`src/sv/pprs_pkg.sv`:
```
// Shared types, widths and codes of the plane proximity run segmenter.
package pprs_pkg;

    localparam int COORD_WIDTH  = 24;
    localparam int NORMAL_WIDTH = 16;
    localparam int LIMIT_WIDTH  = 23;
    localparam int LIMIT_SHIFT  = NORMAL_WIDTH - 1;

    localparam int DIFF_W = COORD_WIDTH + 1;
    localparam int PROD_W = DIFF_W + NORMAL_WIDTH;
    localparam int DOT_W  = PROD_W + 2;
    localparam int CMP_W  = (DOT_W > LIMIT_WIDTH + LIMIT_SHIFT) ?
                            DOT_W : LIMIT_WIDTH + LIMIT_SHIFT;
    localparam int SQ_W   = 2 * NORMAL_WIDTH + 2;

    localparam int DATA_W  = 3 * COORD_WIDTH;
    localparam int TDATA_W = ((DATA_W + 7) / 8) * 8;

    localparam int CFG_IDX_W  = 3;
    localparam int CFG_DATA_W = (COORD_WIDTH > LIMIT_WIDTH) ? COORD_WIDTH : LIMIT_WIDTH;

    localparam int NORMAL_MIN_SQ = 1074;

    localparam int QUEUE_DEPTH = 4;
    localparam int QUEUE_PTR_W = $clog2(QUEUE_DEPTH);

    // register indexes
    localparam logic [CFG_IDX_W-1:0] CFG_ORIGIN_X   = 3'd0;
    localparam logic [CFG_IDX_W-1:0] CFG_ORIGIN_Y   = 3'd1;
    localparam logic [CFG_IDX_W-1:0] CFG_ORIGIN_Z   = 3'd2;
    localparam logic [CFG_IDX_W-1:0] CFG_NORMAL_X   = 3'd3;
    localparam logic [CFG_IDX_W-1:0] CFG_NORMAL_Y   = 3'd4;
    localparam logic [CFG_IDX_W-1:0] CFG_NORMAL_Z   = 3'd5;
    localparam logic [CFG_IDX_W-1:0] CFG_DIST_LIMIT = 3'd6;

    localparam logic [NORMAL_WIDTH-1:0] NORMAL_Z_RESET = 16'sd32767;
    localparam logic [LIMIT_WIDTH-1:0]  LIMIT_RESET    = 23'd256;

    // result kinds
    localparam logic KIND_POINT = 1'b0;
    localparam logic KIND_END   = 1'b1;

    typedef enum logic [1:0] {
        RUN_IDLE,
        RUN_ONE,
        RUN_STREAM
    } t_run_class;

    typedef struct packed {
        logic [COORD_WIDTH-1:0] z;
        logic [COORD_WIDTH-1:0] y;
        logic [COORD_WIDTH-1:0] x;
    } t_point;

    // one input's worth of results: held point, current point, end marker
    typedef struct packed {
        logic   emit_held;
        logic   emit_point;
        logic   emit_end;
        t_point held;
        t_point point;
    } t_burst;

endpackage

```
`src/sv/pprs_queue.sv`:
```
// Small burst queue between the front end and the output expander.
module pprs_queue (
    input  logic             i_clk,
    input  logic             i_rst_n,
    input  logic             i_push,
    input  pprs_pkg::t_burst i_data,
    output logic             o_full,
    input  logic             i_pop,
    output logic             o_valid,
    output pprs_pkg::t_burst o_head
);

    localparam int PW = pprs_pkg::QUEUE_PTR_W;

    pprs_pkg::t_burst r_mem [pprs_pkg::QUEUE_DEPTH];
    logic [PW-1:0] r_wr_ptr, r_rd_ptr;
    logic [PW:0]   r_count;
    logic w_push, w_pop;

    assign o_full  = (r_count == (PW+1)'(pprs_pkg::QUEUE_DEPTH));
    assign o_valid = (r_count != '0);
    assign o_head  = r_mem[r_rd_ptr];
    assign w_push  = i_push && !o_full;
    assign w_pop   = i_pop && o_valid;

    always_ff @(posedge i_clk) begin
        if (w_push) begin
            r_mem[r_wr_ptr] <= i_data;
        end
    end

    always_ff @(posedge i_clk) begin
        if (!i_rst_n) begin
            r_wr_ptr <= '0;
            r_rd_ptr <= '0;
            r_count  <= '0;
        end else begin
            if (w_push) r_wr_ptr <= r_wr_ptr + 1'b1;
            if (w_pop)  r_rd_ptr <= r_rd_ptr + 1'b1;
            case ({w_push, w_pop})
                2'b10:   r_count <= r_count + 1'b1;
                2'b01:   r_count <= r_count - 1'b1;
                default: r_count <= r_count;
            endcase
        end
    end

endmodule

```
`config.mk`:
```
export PLATFORM = sky130hd
export DESIGN_NAME = pprs_queue
export DESIGN_NICKNAME = d
export VERILOG_FILES = /design/src/sv/pprs_pkg.sv /design/src/sv/pprs_queue.sv
export SDC_FILE = /design/constraint.sdc
export NUM_CORES = 1
export LEC_CHECK = 0
export ABC_AREA = 1
export BUFFER_PORTS_ARGS = -buffer_cell sky130_fd_sc_hd__buf_2
export CAP_MARGIN = 10
export CORE_ASPECT_RATIO = 0.5
export CORE_MARGIN = 2
export CORE_UTILIZATION = 54
export CTS_BUF_LIST = sky130_fd_sc_hd__clkbuf_8
export DETAILED_ROUTE_END_ITERATION = 16
export PLACE_DENSITY = 0.78
export SYNTH_ARGS = -nofsm -noshare
export SYNTH_HDL_FRONTEND = slang
export SYNTH_SLANG_ARGS = --single-unit
```
`constraint.sdc`:
```
create_clock -name i_clk -period 7.7 [get_ports i_clk]
set_input_delay 0.385 -clock i_clk [delete_from_list [all_inputs] [get_ports i_clk]]
set_output_delay 0.385 -clock i_clk [all_outputs]
set_load 0.01 [all_outputs]
```
==> results.sh <==
export IMPL_outcome="complete, no violations"
export IMPL_cts_clk_slew_worst_paths_ns=0.06
export IMPL_period_share=0.561
export IMPL_p_sw_mw=2.62
export IMPL_clock_sinks=597
export IMPL_ctsLongestPathBuffers=3
export IMPL_overflow=0
export IMPL_setup_violations=0
export IMPL_holdBufCountCts=148
export IMPL_p_int_mw=5.63
export IMPL_power_leakage_nw=9.73
export IMPL_slew_viol_final=0
export IMPL_synth_top_area_cell="edfxtp_1"
export IMPL_startpoint_type="flop"
export IMPL_wl_um=51900
export IMPL_drt_pass1_iterations=7
export IMPL_finalCriticalPeriod_ns=4.32
export IMPL_gp_congestion=0.784
export IMPL_dieArea_sq_mm=0.0441
export IMPL_post_place_ws_ns=4.08
export IMPL_ctsHtreeMaxLevel=3
export IMPL_p_per_area_mw_per_mm2=300
export IMPL_synth_area_sq_mm=0.0228
export IMPL_drc=0
export IMPL_fmax_mhz=231
export IMPL_root_buffer="clkbuf_8"
export IMPL_async_reset_ff_frac=0
export IMPL_setup_slack_ns=3.38
export IMPL_setup_tns_ns=0
export IMPL_synthDistinctLibCells=22
export IMPL_postRouteAntennaNets=0
export IMPL_synthTopCellsByArea="edfxtp_1, nor2_1, o21ai_0"
export IMPL_postCtsSetupBuffers=0
export IMPL_tightest_slew_ns=1.17
export IMPL_yosys_warnings=0
export IMPL_top_level_ports=300
export IMPL_clkPwrFrac=0.267
export IMPL_post_cts_resized=0
export IMPL_yosysTopAreaCellShare=0.773
export IMPL_synth_top_cells_by_count="edfxtp_1, nor2_1, o21ai_0"
export IMPL_totalPowerFinal_mw=8.25
export IMPL_combPwrFrac=0.254
export IMPL_viasPerCell=5.55
export IMPL_crit_path_end_kind="primary output"
export IMPL_synth_edf_count=588
export IMPL_fp_dieH_um=149
export IMPL_rsz0062_at_grt="no"
export IMPL_ys_seq_elements=597
export IMPL_cts_tree="built"
export IMPL_hold_violations=0
export IMPL_ir_drop_mv=0.251
export IMPL_stdcell_count=2585
export IMPL_cp_max_fo=94
export IMPL_syn_avg_cell_area_sq_um=15.3
export IMPL_seq_power_share=0.480
export IMPL_synth_flop_cell="edfxtp_1"
export IMPL_nNetsFinal=2098
export IMPL_syn_instance_count=1490
export IMPL_syn_nets=1647
export IMPL_core_sq_mm=0.0418
export IMPL_via_count=14400
export IMPL_final_layout_size_suffix_gt1_frac=0.272
export IMPL_cp_required_ns=7.32
export IMPL_dr_first_iter_drc_count=1255
export IMPL_switching_share=0.318
export IMPL_yosysMostFrequentCell="edfxtp_1"
export IMPL_core_rowCount=53
export IMPL_hp_class="in2reg"
export IMPL_start_util=0.546
export IMPL_critPathKind="reg2out"
export IMPL_die_w_um=295
export IMPL_ys_seq_area_frac=0.781
export IMPL_arrival_ns=3.94
export IMPL_antenna_found_initial=4
export IMPL_finalClockSkew_ns=0.0248
export IMPL_maxCapViolCount=0
export IMPL_area_growth_pct=20.5
export IMPL_clkLatencyLatePin_ns=0.65
export IMPL_grt_pass1_wl_um=76800
export IMPL_dpl_cell_count=2287
export IMPL_io_buffer_count=299
export IMPL_maxSlewHeadroom=0.221
export IMPL_hpwlAfterDp_um=27200
export IMPL_grt_max_degree=190
export IMPL_cts_buffers=81
export IMPL_wl_per_cell_um=20.1
export IMPL_grt_pass1_vias=14400
export IMPL_grt_usage=0.227
metrics by stage:
step	utilization	cell area, sq um	hold WS [ns]
floorplan	-	22800	0.462
global placement	0.587	24600	0.472
detailed placement	0.587	24600	0.493
CTS	0.657	27500	0.0157
global route	0.658	27500	0.0373
finish	0.658	27500	0.0631
cells in the final DEF (no fill, tap or decap), types with 16 or more instances in the layout:
cell / instances
buf_2: 299
buf_4: 16
clkbuf_8: 85
dlygate4sd3_1: 148
edfxtp_1: 588
inv_1: 49
nor2_1: 240
nor2_2: 60
o21ai_0: 179
o21ai_1: 117
o22ai_1: 87
o22ai_2: 60
worst paths after layout:
check / slack, ns / cells past startpoint / startpoint / end
max: 3.38 / 5 / flop / o_head[121]
min reg2reg: 0.51 / 2 / r_rd_ptr[1]$_SDFFE_PN0P_ / flop
min: 0.06 / 3 / i_push / r_wr_ptr[0]$_SDFFE_PN0P_
max reg2reg: 4.55 / 6 / r_count[1]$_SDFFE_PN0P_ / r_mem[1][87]$_DFFE_PP_
power by group through the flow:
stage	clock network (mW)	logic, mW	registers, mW
2_1_floorplan	0	1.37	4.04
3_3_place_gp	0	1.97	4.02
3_5_place_dp	0	2.01	4.03
4_1_cts	2.24	2.09	3.96
5_1_grt	2.38	2.25	3.98
6_report	2.20	2.09	3.96
sequential cells by signal (all words and copies together) (netlist names), named ones only:
register  count
r_count       3
r_mem       588
r_rd_ptr      2
r_wr_ptr      2
layout make-up:
| cell class | count | area (sq um) |
|---|---|---|
| antenna | 4 | 10.0 |
| clock buffer | 85 | 1170 |
| clock inverter | 61 | 280 |
| fill | 2816 | 14300 |
| inverter | 19 | 81.3 |
| multi-input combinational | 778 | 4290 |
| sequential | 597 | 17800 |
| tap | 577 | 722 |
| timing repair buffer | 464 | 3120 |
cell families after synthesis:
family / after synthesis / synth area share
flip-flops: 597 / 0.781
adder cells (fa/ha/maj): 6 / 0.00362
buffers and inverters: 115 / 0.0326
AND/OR/NAND/NOR: 324 / 0.0601
AO/OA/AOI/OAI: 448 / 0.123
worst max-delay path, stage by stage, from the launching register on:
cell	delay, ns
dfxtp_4	0.76
buf_4	0.90
buf_4	0.79
o21ai_0	0.29
o22ai_2	0.22
buf_2	0.17
layer usage:
layer | vias up | wire, um | global-route usage
met5 | - | 0 | 0
met4 | 0 | 2180 | 0.116
met3 | 141 | 2990 | 0.0429
met2 | 572 | 27000 | 0.395
met1 | 7094 | 19700 | 0.276
li1 | 6543 | - | -
Power figures use the tool's default switching activity.
