### src/sv/pprs_pkg.sv
// Shared types, widths and codes of the plane proximity run segmenter.
package pprs_pkg;

    localparam int COORD_WIDTH  = 24;
    localparam int NORMAL_WIDTH = 16;
    localparam int LIMIT_WIDTH  = 23;
    localparam int LIMIT_SHIFT  = NORMAL_WIDTH - 1;

    localparam int DIFF_W = COORD_WIDTH + 1;
    localparam int PROD_W = DIFF_W + NORMAL_WIDTH;
    localparam int DOT_W  = PROD_W + 2;
    localparam int CMP_W  = (DOT_W > LIMIT_WIDTH + LIMIT_SHIFT) ?
                            DOT_W : LIMIT_WIDTH + LIMIT_SHIFT;
    localparam int SQ_W   = 2 * NORMAL_WIDTH + 2;

    localparam int DATA_W  = 3 * COORD_WIDTH;
    localparam int TDATA_W = ((DATA_W + 7) / 8) * 8;

    localparam int CFG_IDX_W  = 3;
    localparam int CFG_DATA_W = (COORD_WIDTH > LIMIT_WIDTH) ? COORD_WIDTH : LIMIT_WIDTH;

    localparam int NORMAL_MIN_SQ = 1074;

    localparam int QUEUE_DEPTH = 4;
    localparam int QUEUE_PTR_W = $clog2(QUEUE_DEPTH);

    // register indexes
    localparam logic [CFG_IDX_W-1:0] CFG_ORIGIN_X   = 3'd0;
    localparam logic [CFG_IDX_W-1:0] CFG_ORIGIN_Y   = 3'd1;
    localparam logic [CFG_IDX_W-1:0] CFG_ORIGIN_Z   = 3'd2;
    localparam logic [CFG_IDX_W-1:0] CFG_NORMAL_X   = 3'd3;
    localparam logic [CFG_IDX_W-1:0] CFG_NORMAL_Y   = 3'd4;
    localparam logic [CFG_IDX_W-1:0] CFG_NORMAL_Z   = 3'd5;
    localparam logic [CFG_IDX_W-1:0] CFG_DIST_LIMIT = 3'd6;

    localparam logic [NORMAL_WIDTH-1:0] NORMAL_Z_RESET = 16'sd32767;
    localparam logic [LIMIT_WIDTH-1:0]  LIMIT_RESET    = 23'd256;

    // result kinds
    localparam logic KIND_POINT = 1'b0;
    localparam logic KIND_END   = 1'b1;

    typedef enum logic [1:0] {
        RUN_IDLE,
        RUN_ONE,
        RUN_STREAM
    } t_run_class;

    typedef struct packed {
        logic [COORD_WIDTH-1:0] z;
        logic [COORD_WIDTH-1:0] y;
        logic [COORD_WIDTH-1:0] x;
    } t_point;

    // one input's worth of results: held point, current point, end marker
    typedef struct packed {
        logic   emit_held;
        logic   emit_point;
        logic   emit_end;
        t_point held;
        t_point point;
    } t_burst;

endpackage

### src/sv/pprs_back.sv
// Back end: expands each queued burst into result transfers.
module pprs_back (
    input  logic                           i_clk,
    input  logic                           i_rst_n,
    input  logic                           i_valid,
    input  pprs_pkg::t_burst               i_head,
    output logic                           o_pop,
    output logic                           m_axis_tvalid,
    input  logic                           m_axis_tready,
    output logic [pprs_pkg::TDATA_W-1:0]   m_axis_tdata,
    output logic                           m_axis_tuser,
    output logic                           m_axis_tlast
);

    // bit 0 held point, bit 1 current point, bit 2 end marker
    logic [2:0] r_done, w_rem, w_sel, w_left;
    pprs_pkg::t_point w_pt;
    logic w_xfer;

    assign w_rem = {i_head.emit_end, i_head.emit_point, i_head.emit_held} & ~r_done;

    always_comb begin
        w_sel        = 3'b000;
        w_pt         = '0;
        m_axis_tuser = pprs_pkg::KIND_END;
        if (w_rem[0]) begin
            w_sel        = 3'b001;
            w_pt         = i_head.held;
            m_axis_tuser = pprs_pkg::KIND_POINT;
        end else if (w_rem[1]) begin
            w_sel        = 3'b010;
            w_pt         = i_head.point;
            m_axis_tuser = pprs_pkg::KIND_POINT;
        end else begin
            w_sel        = 3'b100;
        end
    end

    assign w_left        = w_rem & ~w_sel;
    assign m_axis_tvalid = i_valid;
    assign m_axis_tlast  = (w_left == 3'b000);
    assign m_axis_tdata  = pprs_pkg::TDATA_W'(w_pt);
    assign w_xfer        = m_axis_tvalid && m_axis_tready;
    assign o_pop         = w_xfer && m_axis_tlast;

    always_ff @(posedge i_clk) begin
        if (!i_rst_n) begin
            r_done <= '0;
        end else if (w_xfer) begin
            r_done <= m_axis_tlast ? 3'b000 : (r_done | w_sel);
        end
    end

endmodule

### config.mk
export PLATFORM = sky130hd
export DESIGN_NAME = pprs_back
export DESIGN_NICKNAME = d
export VERILOG_FILES = /design/src/sv/pprs_pkg.sv /design/src/sv/pprs_back.sv
export SDC_FILE = /design/constraint.sdc
export NUM_CORES = 1
export LEC_CHECK = 0
export BUFFER_PORTS_ARGS = -buffer_cell sky130_fd_sc_hd__buf_2
export CAP_MARGIN = 10
export CORE_AREA = 10 10 80 82
export CTS_BUF_LIST = sky130_fd_sc_hd__clkbuf_16
export DETAILED_ROUTE_END_ITERATION = 10
export DIE_AREA = 0 0 90 92
export PLACE_DENSITY = 0.74
export SLEW_MARGIN = 20
export SYNTH_ARGS = -nofsm -noshare
export SYNTH_HDL_FRONTEND = slang
export SYNTH_SLANG_ARGS = --single-unit
### constraint.sdc
create_clock -name i_clk -period 1.3 [get_ports i_clk]
set_clock_uncertainty 0.05 [all_clocks]
set_input_delay 0.13 -clock i_clk [delete_from_list [all_inputs] [get_ports i_clk]]
set_output_delay 0.13 -clock i_clk [all_outputs]
set_load 0.02 [all_outputs]
==> flow_metrics.py, run 1 <==
metrics = {
    "routing": {
        "vias": 2010,
        "viasPerCell": 4.77,
        "initialDrtViolationCount": 66,
        "ant_nets": 0,
        "wirelength_um": 8900,
        "wl_per_cell_um": 21.1,
        "dr.pass1.iters": 4,
        "drcViolationCount": 0,
    },
    "setup_path": {
        "path_buf_inv": 4,
        "path_cells": "nor2b_4 > buf_12 > buf_12 > buf_16 > a22o_1 > buf_2",
        "r2r_setup_slack_ns": -0.13,
        "r2r-start": "r_done[0]",
        "path_common_cell": "buf_12",
        "slowest_delay_ns": 0.34,
        "cpMaxStageDelayCell": "dfxtp_2",
        "r2r_end": "r_done[1]",
        "worstPathMaxFanout": 19,
        "end_kind": "output port",
        "reg2regPathDepth": 7,
        "worstSetupStartpointType": "register",
        "arrival_ns": 1.44,
        "crit_required_ns": 1.12,
        "critPathTopFamily": "buffers and inverters",
        "path_class": "register to output port",
    },
    "layout": {
        "utilization_pct": 61.0,
        "drive_gt1_share_pct": 75.8,
        "reg_top3": "r_done (3)",
        "antenna-diode-count": 0,
        "fin_nets": 503,
        "stdcell_count": 421,
        "regMostFlops": "r_done",
        "final_area_um2": 3000,
        "syn2layout_area_growth_pct": 198,
        "largest_register_ffs": 3,
        "n_fill_cell": 387,
        "register_area_um2": 61.3,
        "multi_input_area_um2": 836,
    },
    "placement": {
        "dp_cells": 401,
        "gp_congestion": 0.866,
        "port_buffers": 226,
        "place_ws_ns": -0.137,
        "placed_cell_area_um2": 2200,
        "dp_hpwl_um": 6190,
    },
    "logic_synthesis": {
        "synth_nets": 263,
        "synth_area_um2": 1010,
        "ys_seq_area_share_pct": 5.97,
        "synth.distinct_cells": 22,
        "synth_area_leaders": "a22o_1 (63%), buf_6 (7.8%), dfxtp_1 (6.0%)",
        "avgSynthCellArea_um2": 8.98,
        "synth.yosys.warnings": 0,
        "synth.top_cell.area_share_pct": 62.7,
        "ys_seq_elements": 3,
        "post-synth-top-area-cell": "a22o_1",
        "synthCells": 112,
    },
    "sta": {
        "setup_viol": 76,
        "slew_violations": 0,
        "timing.fmax_mhz": 617,
        "relSlewSlack_pct": 77.7,
        "finalCritPeriodShare_pct": 125,
        "whs_ns": 0.108,
        "tns_ns": -21.40,
        "setup_slack_ns": -0.320,
        "worst_pin_slew_ns": 0.333,
        "rsz0062_at_grt": "true",
        "period_needed_ns": 1.62,
        "report.final.hold_viol_count": 0,
    },
    "clock_network": {
        "root_buffer": "clkbuf_16",
        "cts_tree": "built",
        "htree_levels": 1,
        "cts_buffers": 3,
        "clk_latency_ns": 0.23,
        "cts_max_path_buffers": 2,
        "cts_num_sinks": 3,
        "clk_pin_slew_ns": 0.03,
        "ctsHoldBuffers": 0,
    },
    "flow_run": {
        "cap_violations": 0,
    },
    "pwr": {
        "irDropWorstVdd_uv": 401,
        "p_per_area_nw_per_um2": 698,
        "p_leak_nw": 1.65,
        "p_total_mw": 2.09,
    },
    "worst_hold_path": {
        "min_from": "i_rst_n",
        "worstHoldPathCells": 2,
        "hold_end": "r_done[1]",
        "hp-class": "input port to register",
    },
    "floorplanning": {
        "start_util_pct": 20.5,
        "die_height_um": 92,
        "dieArea_um2": 8280,
        "io_pins": 227,
        "die_w_um": 90,
        "num_rows": 26,
        "core_area_um2": 4910,
    },
    "global_routing": {
        "grt_pass1_vias": 2235,
        "grtUsageTotal_pct": 18.0,
        "grt_overflow": 0,
        "antenna_found_initial": 0,
        "grt_start_max_net_pins": 20,
        "grt_pass1_wl_um": 12200,
    },
    "run_status": {
        "status": "complete, but fails checks",
        "violations": "setup timing",
    },
}
## worst max path at each step
stage                     startpoint                to  slack (ns)  cells after the start
after floorplan            r_done[2]             o_pop        0.04                      3
after global placement     r_done[0]  m_axis_tdata[31]       -0.11                      4
after detailed placement   r_done[0]  m_axis_tdata[31]       -0.14                      4
after CTS                  r_done[0]   m_axis_tdata[3]       -0.34                      6
after global routing       r_done[0]  m_axis_tdata[34]       -0.37                      6
final                      r_done[0]  m_axis_tdata[34]       -0.32                      6
## synthesized netlist by cell type
library cell / count
buf_6: 7
maj3_2: 1
a21oi_1: 1
o211a_1: 1
nor2_8: 1
buf_2: 2
a22o_1: 72
a21oi_2: 1
nor2b_1: 2
dfxtp_1: 3
o2111ai_1: 1
nand3_1: 1
nor4_2: 1
nor2_2: 1
nand2b_1: 2
o21ba_2: 1
o2bb2ai_1: 1
buf_4: 7
nand2b_4: 1
nor2_1: 1
nor2b_4: 1
nand2_1: 3
## what timing repair did
| action | 4_1_cts | 5_1_grt |
|---|---|---|
| setup buffers | 7 | 2 |
| gates cloned | 6 | 5 |
| pin swaps | 8 | 23 |
| gates resized for setup | 85 | 53 |
| endpoints found under the setup margin | 75 | 76 |
| hold endpoints to repair | 0 | 0 |
## cells in the final DEF (no fill, tap or decap), drive strengths merged
cell / instances
o211a: 1
nand2b: 3
o21ba: 1
a21oi: 2
maj3: 1
clkbuf: 6
nor2b: 3
dfxtp: 3
nor2: 3
o2111ai: 1
o2bb2ai: 1
nand3: 1
a22o: 72
nor4: 1
inv: 1
nand2: 3
buf: 248
## area by class of cell
type	count	share of cell area [%]
timing repair buffer	251	64.5
sequential	3	2.05
clock inverter	1	0.125
multi-input combinational	93	27.9
tap	70	2.92
clock buffer	3	2.51
## kinds of logic (layout without fill, tap and decap cells)
| group | count (synthesis) | in the layout | synth area share [%] |
|---|---|---|---|
| DFF | 3 | 3 | 5.97 |
| buffers and inverters | 16 | 255 | 14.1 |
| adders and majority gates | 1 | 1 | 1.12 |
| AOI/OAI and AO/OA | 78 | 78 | 67.8 |
| and+or+nand+nor | 14 | 14 | 11.1 |
## routing by layer
layer / routed length [µm] / track usage (%) / vias to the layer above
li1: - / - / 959
met1: 3240 / 17.3 / 900
met2: 4620 / 33.5 / 142
met3: 929 / 8.72 / 9
met4: 117 / 5.31 / 0
met5: 0 / 0 / -
## report_power, final
part           total [mW]  switching (mW)  internal, mW
clock               0.492          0.0946         0.398
combinational        1.50           0.694         0.806
sequential         0.0972         0.00196        0.0952
(Power assumes the default switching activity.)
==> run 2, diff against run 1 <==
--- a/config.mk
+++ b/config.mk
@@ -11,8 +11,9 @@
 export CTS_BUF_LIST = sky130_fd_sc_hd__clkbuf_16
 export DETAILED_ROUTE_END_ITERATION = 10
 export DIE_AREA = 0 0 90 92
+export MAX_ROUTING_LAYER = met4
 export PLACE_DENSITY = 0.74
-export SLEW_MARGIN = 20
+export SLEW_MARGIN = 10
 export SYNTH_ARGS = -nofsm -noshare
 export SYNTH_HDL_FRONTEND = slang
 export SYNTH_SLANG_ARGS = --single-unit
==> run 2 against run 1 <==
Maximum frequency about the same. Critical path type unchanged. Wire length increased by 0.19%. Combinational power about the same. Count of clock-buffer cells in the layout unchanged. Largest cell class unchanged. Largest power group unchanged. Highest routed layer unchanged. The flow still finishes with violations (setup timing).
==> flow_metrics.py, run 2 (synthesized netlist as in run 1, its figures left out) <==
metrics = {
    "floorplanning": {
        "core_area_um2": 4910,
        "dieArea_um2": 8280,
        "io_pins": 227,
        "num_rows": 26,
        "start_util_pct": 20.5,
        "die_w_um": 90,
        "die_height_um": 92,
    },
    "sta": {
        "setup_viol": 76,
        "slew_violations": 0,
        "rsz0062_at_grt": "true",
        "timing.fmax_mhz": 617,
        "report.final.hold_viol_count": 0,
        "worst_pin_slew_ns": 0.334,
        "relSlewSlack_pct": 77.7,
        "finalCritPeriodShare_pct": 125,
        "period_needed_ns": 1.62,
        "setup_slack_ns": -0.320,
    },
    "layout": {
        "syn2layout_area_growth_pct": 198,
        "fin_nets": 503,
        "utilization_pct": 61.0,
        "regMostFlops": "r_done",
        "antenna-diode-count": 0,
        "n_fill_cell": 387,
        "reg_top3": "r_done (3)",
        "layout_common_cells": "buf_2 (167), a22o_1 (72), buf_6 (62)",
        "final_common_cell": "buf_2",
        "largest_register_ffs": 3,
        "drive_gt1_share_pct": 75.8,
    },
    "pwr": {
        "switching_power_mw": 0.791,
        "p_int_mw": 1.30,
        "irDropWorstVdd_uv": 401,
        "p_leak_nw": 1.65,
        "p_per_area_nw_per_um2": 698,
        "combPwrFrac_pct": 71.8,
        "p_seq_share_pct": 4.7,
        "pwr-share-clk_pct": 23.6,
        "sw_frac_of_total_pct": 37.8,
    },
    "setup_path": {
        "critPathLaunch": "r_done[0]",
        "worstSetupStartpointType": "register",
        "end_kind": "output port",
        "path_class": "register to output port",
        "crit_required_ns": 1.12,
        "arrival_ns": 1.44,
        "r2r-start": "r_done[0]",
        "worstPathMaxFanout": 19,
    },
    "clock_network": {
        "cts_max_path_buffers": 2,
        "clk_latency_ns": 0.23,
        "cts_tree": "built",
        "htree_levels": 1,
        "clk_pin_slew_ns": 0.03,
        "cts_num_sinks": 3,
        "cts_buffers": 3,
        "root_buffer": "clkbuf_16",
    },
    "routing": {
        "initialDrtViolationCount": 56,
        "vias": 2014,
        "drcViolationCount": 0,
        "dr.pass1.iters": 4,
        "ant_nets": 0,
        "viasPerCell": 4.78,
        "wirelength_um": 8920,
        "wl_per_cell_um": 21.2,
    },
    "worst_hold_path": {
        "hp-class": "input port to register",
        "min_from": "i_rst_n",
    },
    "placement": {
        "gp_congestion": 0.880,
        "dp_hpwl_um": 6190,
        "port_buffers": 226,
        "place_ws_ns": -0.137,
    },
    "global_routing": {
        "grt_pass1_wl_um": 12100,
        "antenna_found_initial": 0,
        "grt_pass1_vias": 2242,
        "grtUsageTotal_pct": 18.5,
        "grt_overflow": 0,
        "grt_start_max_net_pins": 20,
    },
    "flow_run": {
        "cap_violations": 0,
    },
    "run_status": {
        "status": "complete, but fails checks",
        "violations": "setup timing",
    },
}
==> run 2: cell counts in the layout (fill, tap and decap cells not counted) <==
Identical to the previous run, type by type.
==> run 2: power by group through the flow <==
stage / Clock (mW) / Combinational [mW] / Sequential (mW)
floorplan: 0 / 0.621 / 0.0982
global placement: 0 / 1.08 / 0.0979
detailed placement: 0 / 1.09 / 0.0982
CTS: 0.496 / 1.39 / 0.0969
global route: 0.506 / 1.58 / 0.0974
finish: 0.492 / 1.50 / 0.0972
==> run 2: worst paths after layout <==
| kind | end | slack (ns) | cells past startpoint |
|---|---|---|---|
| worst min register to register | r_done[2] | 0.41 | 2 |
| worst min-delay path | r_done[1] | 0.11 | 2 |
| worst max register to register | r_done[1] | -0.13 | 7 |
| worst max-delay path | m_axis_tdata[34] | -0.32 | 6 |
==> run 2: routing by layer <==
layer / share of wire, % / vias up / track usage, % / wire, µm
li1: - / 958 / - / -
met1: 39 / 905 / 18.9 / 3480
met2: 52 / 143 / 33.5 / 4630
met3: 7.9 / 8 / 5.95 / 703
met4: 1.2 / 0 / 5.31 / 106
met5: 0 / - / - / 0
==> run 2: area by class of cell <==
type,instances,area [µm²],share of cell area (%)
flip-flops and latches,3,61.3,2.05
clock inverters,1,3.75,0.125
clock buffers,3,75.1,2.51
multi-input cells,93,836,27.9
well taps,70,87.6,2.92
repair buffers,251,1930,64.5
==> run 2: through the flow <==
stage / power, mW / hold slack [ns] / instances / setup TNS (ns) / area, µm²
floorplan: 0.720 / 0.197 / 112 / 0 / 1010
global placement: 1.17 / 0.329 / 401 / -5.47 / 2200
detailed placement: 1.19 / 0.341 / 401 / -7.74 / 2200
CTS: 1.98 / 0.107 / 418 / -23.09 / 2800
global route: 2.18 / 0.119 / 421 / -25.32 / 3000
finish: 2.09 / 0.109 / 421 / -21.52 / 3000
==> run 2: critical path: stages (launching register included) <==
cell	delay (ns)
dfxtp_2	0.34
nor2b_4	0.05
buf_12	0.13
buf_12	0.14
buf_16	0.16
a22o_1	0.24
buf_2	0.16
==> run 2: timing repair <==
item / 4_1_cts / 5_1_grt
gates cloned: 6 / 5
pin swaps: 8 / 23
hold buffers: 0 / 0
gates resized for setup: 85 / 53
endpoints found under the setup margin: 75 / 76
setup buffers: 7 / 2
